## src/rtl/core/rau_pkg.sv

```systemverilog
// Rational arithmetic unit: shared types and codes.
// Command and status words between controller and datapath; no dependencies.
package rau_pkg;

    localparam logic [1:0] FUNC_ADD = 2'd0;
    localparam logic [1:0] FUNC_SUB = 2'd1;
    localparam logic [1:0] FUNC_MUL = 2'd2;
    localparam logic [1:0] FUNC_DIV = 2'd3;

    localparam logic [1:0] ST_OK   = 2'd0;
    localparam logic [1:0] ST_ZDEN = 2'd1;
    localparam logic [1:0] ST_OVF  = 2'd2;

    localparam logic [1:0] MUL_P = 2'd0;
    localparam logic [1:0] MUL_Q = 2'd1;
    localparam logic [1:0] MUL_D = 2'd2;

    typedef struct packed {
        logic       load;
        logic       mul_en;
        logic [1:0] mul_idx;
        logic       sum;
        logic       chk;
        logic       gcd_step;
        logic       div_load;
        logic       div_sel;
        logic       div_step;
        logic       div_store;
        logic       out_load;
    } cmd_t;

    typedef struct packed {
        logic err;
        logic zero;
        logic gcd_done;
        logic div_last;
    } sts_t;

endpackage

```

## src/rtl/core/rau_ctrl.sv

```systemverilog
// Rational arithmetic unit controller: sequences the datapath, owns the handshakes.
// Depends on rau_pkg.
module rau_ctrl (
    input  logic          aclk,
    input  logic          aresetn,
    input  logic          s_valid,
    output logic          s_ready,
    output logic          m_valid,
    input  logic          m_ready,
    input  rau_pkg::sts_t sts,
    output rau_pkg::cmd_t cmd
);
    typedef enum logic [3:0] {
        S_IDLE, S_MUL0, S_MUL1, S_MUL2, S_SUM, S_CHK, S_GCD,
        S_DLN, S_DVN, S_SN, S_DLD, S_DVD, S_SD, S_FIN
    } state_t;

    state_t state_reg, state_next;
    logic   m_valid_reg, m_valid_next;

    always_comb begin
        cmd          = '0;
        state_next   = state_reg;
        unique case (state_reg)
            S_IDLE: begin
                cmd.load = s_valid;
                if (s_valid) state_next = S_MUL0;
            end
            S_MUL0: begin
                cmd.mul_en  = 1'b1;
                cmd.mul_idx = rau_pkg::MUL_P;
                state_next  = S_MUL1;
            end
            S_MUL1: begin
                cmd.mul_en  = 1'b1;
                cmd.mul_idx = rau_pkg::MUL_Q;
                state_next  = S_MUL2;
            end
            S_MUL2: begin
                cmd.mul_en  = 1'b1;
                cmd.mul_idx = rau_pkg::MUL_D;
                state_next  = S_SUM;
            end
            S_SUM: begin
                cmd.sum    = 1'b1;
                state_next = S_CHK;
            end
            S_CHK: begin
                cmd.chk    = 1'b1;
                state_next = (sts.err || sts.zero) ? S_FIN : S_GCD;
            end
            S_GCD: begin
                cmd.gcd_step = 1'b1;
                if (sts.gcd_done) state_next = S_DLN;
            end
            S_DLN: begin
                cmd.div_load = 1'b1;
                state_next   = S_DVN;
            end
            S_DVN: begin
                cmd.div_step = 1'b1;
                if (sts.div_last) state_next = S_SN;
            end
            S_SN: begin
                cmd.div_store = 1'b1;
                state_next    = S_DLD;
            end
            S_DLD: begin
                cmd.div_load = 1'b1;
                cmd.div_sel  = 1'b1;
                state_next   = S_DVD;
            end
            S_DVD: begin
                cmd.div_step = 1'b1;
                cmd.div_sel  = 1'b1;
                if (sts.div_last) state_next = S_SD;
            end
            S_SD: begin
                cmd.div_store = 1'b1;
                cmd.div_sel   = 1'b1;
                state_next    = S_FIN;
            end
            S_FIN: begin
                cmd.out_load = !m_valid_reg || m_ready;
                if (cmd.out_load) state_next = S_IDLE;
            end
            default: state_next = S_IDLE;
        endcase
        m_valid_next = cmd.out_load ? 1'b1 : (m_ready ? 1'b0 : m_valid_reg);
    end

    always_ff @(posedge aclk) begin
        if (!aresetn) begin
            state_reg   <= S_IDLE;
            m_valid_reg <= 1'b0;
        end else begin
            state_reg   <= state_next;
            m_valid_reg <= m_valid_next;
        end
    end

    assign s_ready = (state_reg == S_IDLE);
    assign m_valid = m_valid_reg;

endmodule

```

## config.mk

```make
export PLATFORM = sky130hd
export DESIGN_NAME = rau_ctrl
export DESIGN_NICKNAME = d
export VERILOG_FILES = /design/src/rtl/core/rau_pkg.sv /design/src/rtl/core/rau_ctrl.sv
export SDC_FILE = /design/constraint.sdc
export NUM_CORES = 1
export LEC_CHECK = 0
export BUFFER_PORTS_ARGS = -buffer_cell sky130_fd_sc_hd__clkbuf_2
export CAP_MARGIN = 10
export CORE_MARGIN = 1
export CORE_UTILIZATION = 39
export CTS_BUF_LIST = sky130_fd_sc_hd__clkbuf_8
export DETAILED_ROUTE_END_ITERATION = 10
export PLACE_DENSITY = 0.67
export RECOVER_POWER = 100
export SLEW_MARGIN = 20
export SYNTH_ARGS = -nofsm -noshare
export SYNTH_HDL_FRONTEND = slang
export SYNTH_SLANG_ARGS = --single-unit
```

## constraint.sdc

```tcl
create_clock -name aclk -period 3.8 [get_ports aclk]
set_clock_uncertainty 0.05 [all_clocks]
set_input_delay 0.38 -clock aclk [delete_from_list [all_inputs] [get_ports aclk]]
set_output_delay 0.38 -clock aclk [all_outputs]
set_load 0.1 [all_outputs]
```

[Word-level counts from Yosys, hierarchy flattened]
Cells that the tools add are included.
Operators by class
  add/subtract/negate cells: 0
  multiply operators: 0
  divide/modulo/power cells: 0
  $lt $le $gt $ge: 0
  eq/ne operators: 18
  shifts and indexed selects: 0
  multiplexer cells: 19
  bitwise gates (word level): 0
  reductions and logical operators: 10
Operators with widths (count)
  4-bit case mux with 14 select lines: 1
  4-bit equality test (second input constant): 6
  4-bit two-way mux: 6
  4-bit by 3-bit equality test with 1-bit output (second input constant): 4
  1-bit two-way mux: 11
  2-bit != test (second input constant): 5
  3-bit case mux with 3 select lines: 1
  4-bit by 2-bit equality test with 1-bit output (second input constant): 2
  2-bit OR reduction: 3
  5-bit AND reduction: 1
  4-bit by 1-bit equality test with 1-bit output (second input constant): 1
  4-bit logical NOT: 1
  3-bit OR reduction: 1
  1-bit logical OR: 2
  2-bit nonzero test: 1
  1-bit logical NOT: 1
Storage, ports and cells
  register bits after elaboration: 5
  latch bits: 0
  memory bits (writable): 0
  ROM bits: 0
  bits of input ports: 8
  output and inout bits: 14
  logic and storage cells: 49
  memories: 0

[Depth between registers and ports, before layout]
Gate-level depths: netlist of the first run.
  depth in word-level cells: 4
  depth in mapped cells: 6

[Least setup slack after synthesis of the first run]
Ideal clock, no wire load.
  path kind: register to output
  start: register state_reg[1]
  end: output port cmd[11] (netlist name)
  arrival time: 4.512 ns
  required time: 3.370 ns
  setup slack: -1.142 ns
  stages on the path, launching flop included: 4
  buffers on the path: 1
  cells stage by stage: dfxtp_1 buf_2 nor4_1 and2_1
RTL lines
  start: declaration: line rau_ctrl.sv:18  | state_t state_reg, state_next;
  start signal: assignment: line rau_ctrl.sv:97  | state_reg <= state_next;
  end: declaration: line rau_ctrl.sv:11  | output rau_pkg::cmd_t cmd

==> flow_summary.yaml, run 1 <==
cells_and_area:
  final_cell_mix: "14 x clkbuf_1, 10 x nor3_1, 7 x nor2_1, 7 x nand2_1, 7 x clkbuf_2"
  layout.nets: 98
  final_util_pct: 52.35
  multi_input_area_sq_um: 355.3
  register_area_sq_um: 100.1
  area_delta_synth_final_pct: 17.51
  final_common_cell: "clkbuf_1"
  drive_above_1_share_pct: 13.48
  largest_reg_flops: 4
  nFillCells: 134
  n_antenna_cell: 0
synthesis:
  synth_top_family_by_area: "simple AND/OR/NAND/NOR gates"
  synthArstFlopShare_pct: 0
  syn_inst: 72
  synth-seq-cells: 5
  synth-xor-area-share_pct: 1.679
  avgSynthCellArea_sq_um: 7.247
  synth_flop_cell: "dfxtp_1"
  seq_area_frac_synth_pct: 19.18
  synth_mux_area_share_pct: 5.755
  syn_nets: 80
  yosys.area_share.simple_pct: 43.17
  synth_compound_area_share_pct: 19.66
  yosys.area_share.adder_pct: 0
  synth_edf_count: 0
  synth_cell_types: 30
  synth_area_sq_um: 521.8
  ys_warn_count: 0
timing:
  setup_viol: 0
  rsz0062_at_grt: "no"
  period_needed_ps: 2641
  hold_viol: 0
  slew_viol_final: 0
  slew_headroom_pct: 22.76
  worst_pin_slew_ps: 1164
  setup_ws_ps: 1159
  max_freq_mhz: 378.6
  tns_ps: 0
  fin_crit_sh_pct: 69.51
die:
  core_area_sq_um: 1171
  chipWidth_microns: 38.58
  rows: 12
  io_pins: 22
  die_y_microns: 38.58
  die_area_sq_um: 1488
  start_util_pct: 44.55
detailed_routing:
  drt_iter0_markers: 16
  drtAntennaViolNets: 0
  post-route-drc-count: 0
  via_per_inst: 5.427
  vias: 559
  avgRoutedWirePerCell_microns: 11.28
  wl_microns: 1162
  met2_wirelength_microns: 516
  topRoutingLayerUsed: "met4"
  drt-met1-wl_microns: 553
  route.met3.wl_microns: 80
  first_pass_iters: 4
placement:
  dp_hpwl_microns: 795.2
  pre_cts_slack_ps: 1801
  io_buffers: 21
  routabilityCongestion: 0.7131
clock_tree:
  insertion_delay_ps: 220
  h-tree-depth: 1
  cts_root_buf: "clkbuf_8"
  cts_buffers: 3
  cts_setup_buffers: 0
  hold_buffers: 0
  path_clk_slew_ps: 40
  cts_num_sinks: 5
  tritoncts: "built"
  clk_path_buf_depth: 2
  cts.repair.resized: 0
grt:
  antenna_found_initial: 0
  grt_max_degree: 21
  grtUsageTotal_pct: 17.92
  grt_pass1_vias: 406
  grt_pass1_wl_microns: 1800
  grt_remaining_overflow: 0
setup_path:
  cp.required_ps: 3370
  max_stage_delay_ps: 860
  crit_chain: "nand2b_1, o21ai_0, and2_1, clkbuf_1"
  worst-path-buf-inv: 1
  cp_data_arrival_time_ps: 2210
  worstSetupEndpointType: "output port"
  path_max_fanout: 20
  crit_type: "reg2out"
  cp_top_family: "buffers and inverters"
  cp_slowest_cell: "clkbuf_1"
  startpoint_type: "flop"
hold_path:
  min_path_type: "in2reg"
power:
  p_leak_nw: 0.2270
  p_per_area_nw_per_um2: 898.6
  peakVddDrop_mv: 0.3896
status:
  status: "finished, final reports clean"
run:
  maxCapViolCount: 0
==> where the power goes <==
group	switching (mW)	internal (mW)
Combinational	0.271	0.0695
Sequential	0.0488	0.0641
Clock	0.0280	0.0694
Total	0.348	0.203
==> cells by family (layout without fill, tap and decap cells) <==
group / count (synthesis) / count (layout)
and+or+nand+nor: 39 / 39
AOI/OAI and AO/OA: 14 / 14
buffers and inverters: 10 / 27
DFF: 5 / 5
muxes: 3 / 3
xor gates and xnor gates: 1 / 1
==> worst reg2reg max path, cell delays in order (launching register included) <==
cell	delay, ps
dfxtp_1	700
nand4bb_1	230
o22ai_1	120
nor3_1	450
mux2i_1	240
==> Yosys cell counts, drive strengths merged, types with 2 or more instances <==
| library cell | count | area share [%] |
|---|---|---|
| o21ai | 3 | 2.9 |
| buf | 8 | 9.1 |
| nor3 | 10 | 12 |
| nand2b | 5 | 6.0 |
| nand2 | 7 | 5.0 |
| o21a | 3 | 4.3 |
| a21boi | 2 | 2.9 |
| dfxtp | 5 | 19 |
| inv | 2 | 1.4 |
| nor2b | 3 | 5.0 |
| mux2i | 3 | 5.8 |
| nor2 | 7 | 5.0 |
| and2 | 2 | 2.4 |
==> area by class of cell <==
class                      count  area share [%]
tap                           14           2.857
clock inverter                 1          0.6122
timing repair buffer          21           14.29
multi-input combinational     57           57.96
inverter                       2           1.224
sequential                     5           16.33
clock buffer                   3           6.735
==> per-stage QoR <==
stage,instance area [sq um],hold slack (ps),std cells,power (mW)
2_1_floorplan,528.0,537.5,72,0.4285
3_3_place_gp,603.1,501.6,99,0.4668
3_5_place_dp,603.1,496.3,99,0.4689
4_1_cts,648.1,422.5,103,0.5695
5_1_grt,613.1,467.6,103,0.5832
6_report,613.1,424.9,103,0.5509
==> path summary, 6_finish.rpt <==
kind / from / to / depth (start not counted) / slack (ps)
max: state_reg[3] / cmd[4] / 4 / 1160
min: m_ready / m_valid / 3 / 420
max reg2reg: state_reg[3] / state_reg[3] / 4 / 1930
min reg2reg: m_valid / m_valid / 2 / 470
==> layer usage <==
layer	vias up	track usage [%]
li1	282	-
met1	249	22.57
met2	26	26.67
met3	2	6.936
met4	0	7.759
met5	-	0
Power figures use the tool's default switching activity.
==> run 2, diff against run 1 <==
==> constraint.sdc (replaced) <==
create_clock -name aclk -period 2.49 [get_ports aclk]
set_clock_uncertainty 0.05 [all_clocks]
set_input_delay 0.249 -clock aclk [delete_from_list [all_inputs] [get_ports aclk]]
set_output_delay 0.249 -clock aclk [all_outputs]
set_load 0.1 [all_outputs]
==> run 2 against run 1 <==
Utilization is 2.8 points higher. Total power is 56% higher. Largest power group unchanged. Flip-flop and latch count stayed put. Critical path type unchanged. Die area stayed put.
==> flow_summary.yaml, run 2 (synthesis gave the netlist of run 1 again) <==
power:
  p_per_area_nw_per_um2: 1330
  peakVddDrop_mv: 0.6270
  p_leak_nw: 0.2780
setup_path:
  path_max_fanout: 16
  r2r_slack_ps: 620
  max_stage_delay_ps: 470
  crit_chain: "nor4_1, and2_0, clkbuf_2"
  startpoint_type: "flop"
  cp_data_arrival_time_ps: 1790
  crit_type: "reg2out"
  cp_top_family: "simple AND/OR/NAND/NOR gates"
  worstSetupEndpointType: "output port"
  worst-path-buf-inv: 1
  cp_slowest_cell: "nor4_1"
  cp.required_ps: 2190
clock_tree:
  insertion_delay_ps: 220
  cts_root_buf: "clkbuf_8"
  tritoncts: "built"
  h-tree-depth: 1
  cts_buffers: 3
  clk_path_buf_depth: 2
  cts_setup_buffers: 0
  hold_buffers: 0
  cts.repair.resized: 0
  cts_num_sinks: 5
  path_clk_slew_ps: 40
die:
  chipWidth_microns: 38.58
  die_area_sq_um: 1488
  io_pins: 22
  rows: 12
  start_util_pct: 44.55
  die_y_microns: 38.58
  core_area_sq_um: 1171
detailed_routing:
  post-route-drc-count: 0
  first_pass_iters: 4
  drtAntennaViolNets: 0
  vias: 549
  drt_iter0_markers: 5
  avgRoutedWirePerCell_microns: 11.49
  wl_microns: 1195
  via_per_inst: 5.279
grt:
  grt_remaining_overflow: 0
  grtUsageTotal_pct: 19.88
  antenna_found_initial: 0
  grt_pass1_vias: 446
  grt_pass1_wl_microns: 1932
  grt_max_degree: 19
cells_and_area:
  n_antenna_cell: 0
  area_delta_synth_final_pct: 23.74
  final_common_cell: "clkbuf_2"
  layout.nets: 99
  nFillCells: 123
  final_cell_mix: "20 x clkbuf_2, 8 x nor3_1, 7 x nor2_1, 7 x nand2_1"
  largest_reg_flops: 4
  drive_above_1_share_pct: 31.11
  final_util_pct: 55.13
  stdcell_area_sq_um: 645.6
hold_path:
  min_path_type: "in2reg"
run:
  maxCapViolCount: 0
timing:
  holdWs_ps: 288.6
  hold_viol: 0
  setup_viol: 0
  slew_headroom_pct: 23.08
  slew_viol_final: 0
  fin_crit_sh_pct: 83.92
  rsz0062_at_grt: "no"
  period_needed_ps: 2090
  max_freq_mhz: 478.6
  worst_pin_slew_ps: 1159
  tns_ps: 0
status:
  status: "finished, final reports clean"
placement:
  routabilityCongestion: 0.6990
  dpl_cell_area_sq_um: 638.1
  dp_hpwl_microns: 829.2
  io_buffers: 21
-- run 2: cell types whose count changed in the layout (fill, tap and decap cells not counted), moves of 2 or more --
cell,before,now
and2_0,0,2
and2_1,2,0
clkbuf_1,14,1
clkbuf_2,7,20
nor3_1,10,8
nor3_2,0,2
-- run 2: cell type report --
| cell class | count | area (sq um) | share of cell area (%) |
|---|---|---|---|
| Sequential cell | 5 | 100.1 | 15.50 |
| Clock inverter | 1 | 3.754 | 0.5814 |
| Clock buffer | 3 | 41.29 | 6.395 |
| Timing Repair Buffer | 22 | 111.4 | 17.25 |
| Inverter | 2 | 7.507 | 1.163 |
| Multi-Input combinational cell | 57 | 364.1 | 56.40 |
| Tap cell | 14 | 17.52 | 2.713 |
-- run 2: per-stage QoR --
stage | worst slack [ps] | std cells | total power, mW
after CTS | 377.3 | 104 | 0.8954
after detailed placement | 623.7 | 100 | 0.7429
after global placement | 613.7 | 100 | 0.7391
after floorplan | -491.6 | 72 | 0.6798
after global routing | 289.1 | 104 | 0.9050
final | 400.5 | 104 | 0.8584
-- run 2: final timing paths --
kind,start,depth (start not counted),to
max reg2reg,state_reg[0],4,state_reg[1]
min,aresetn,2,state_reg[2]
min reg2reg,m_valid,2,m_valid
max,state_reg[1],3,cmd[11]
-- run 2: worst register-to-register path: stages, from the launching register on --
cell	delay, ps
dfxtp_1	670
nand4bb_1	230
o22ai_1	110
nor3_1	470
mux2i_1	260
-- run 2: power by group --
part | switching [mW] | leakage [nW] | internal [mW] | total (mW)
clock | 0.0413 | 0.0269 | 0.106 | 0.147
sequential | 0.0720 | 0.0408 | 0.0979 | 0.170
combinational | 0.426 | 0.210 | 0.116 | 0.541
total | 0.539 | 0.278 | 0.319 | 0.858
-- run 2: metal layers --
layer | vias to the layer above | global-route usage, % | share of wire, %
li1 | 285 | - | -
met1 | 244 | 24.13 | 46
met2 | 18 | 29.17 | 46
met3 | 2 | 10.40 | 6.1
met4 | 0 | 7.759 | 1.2
met5 | - | 0 | 0
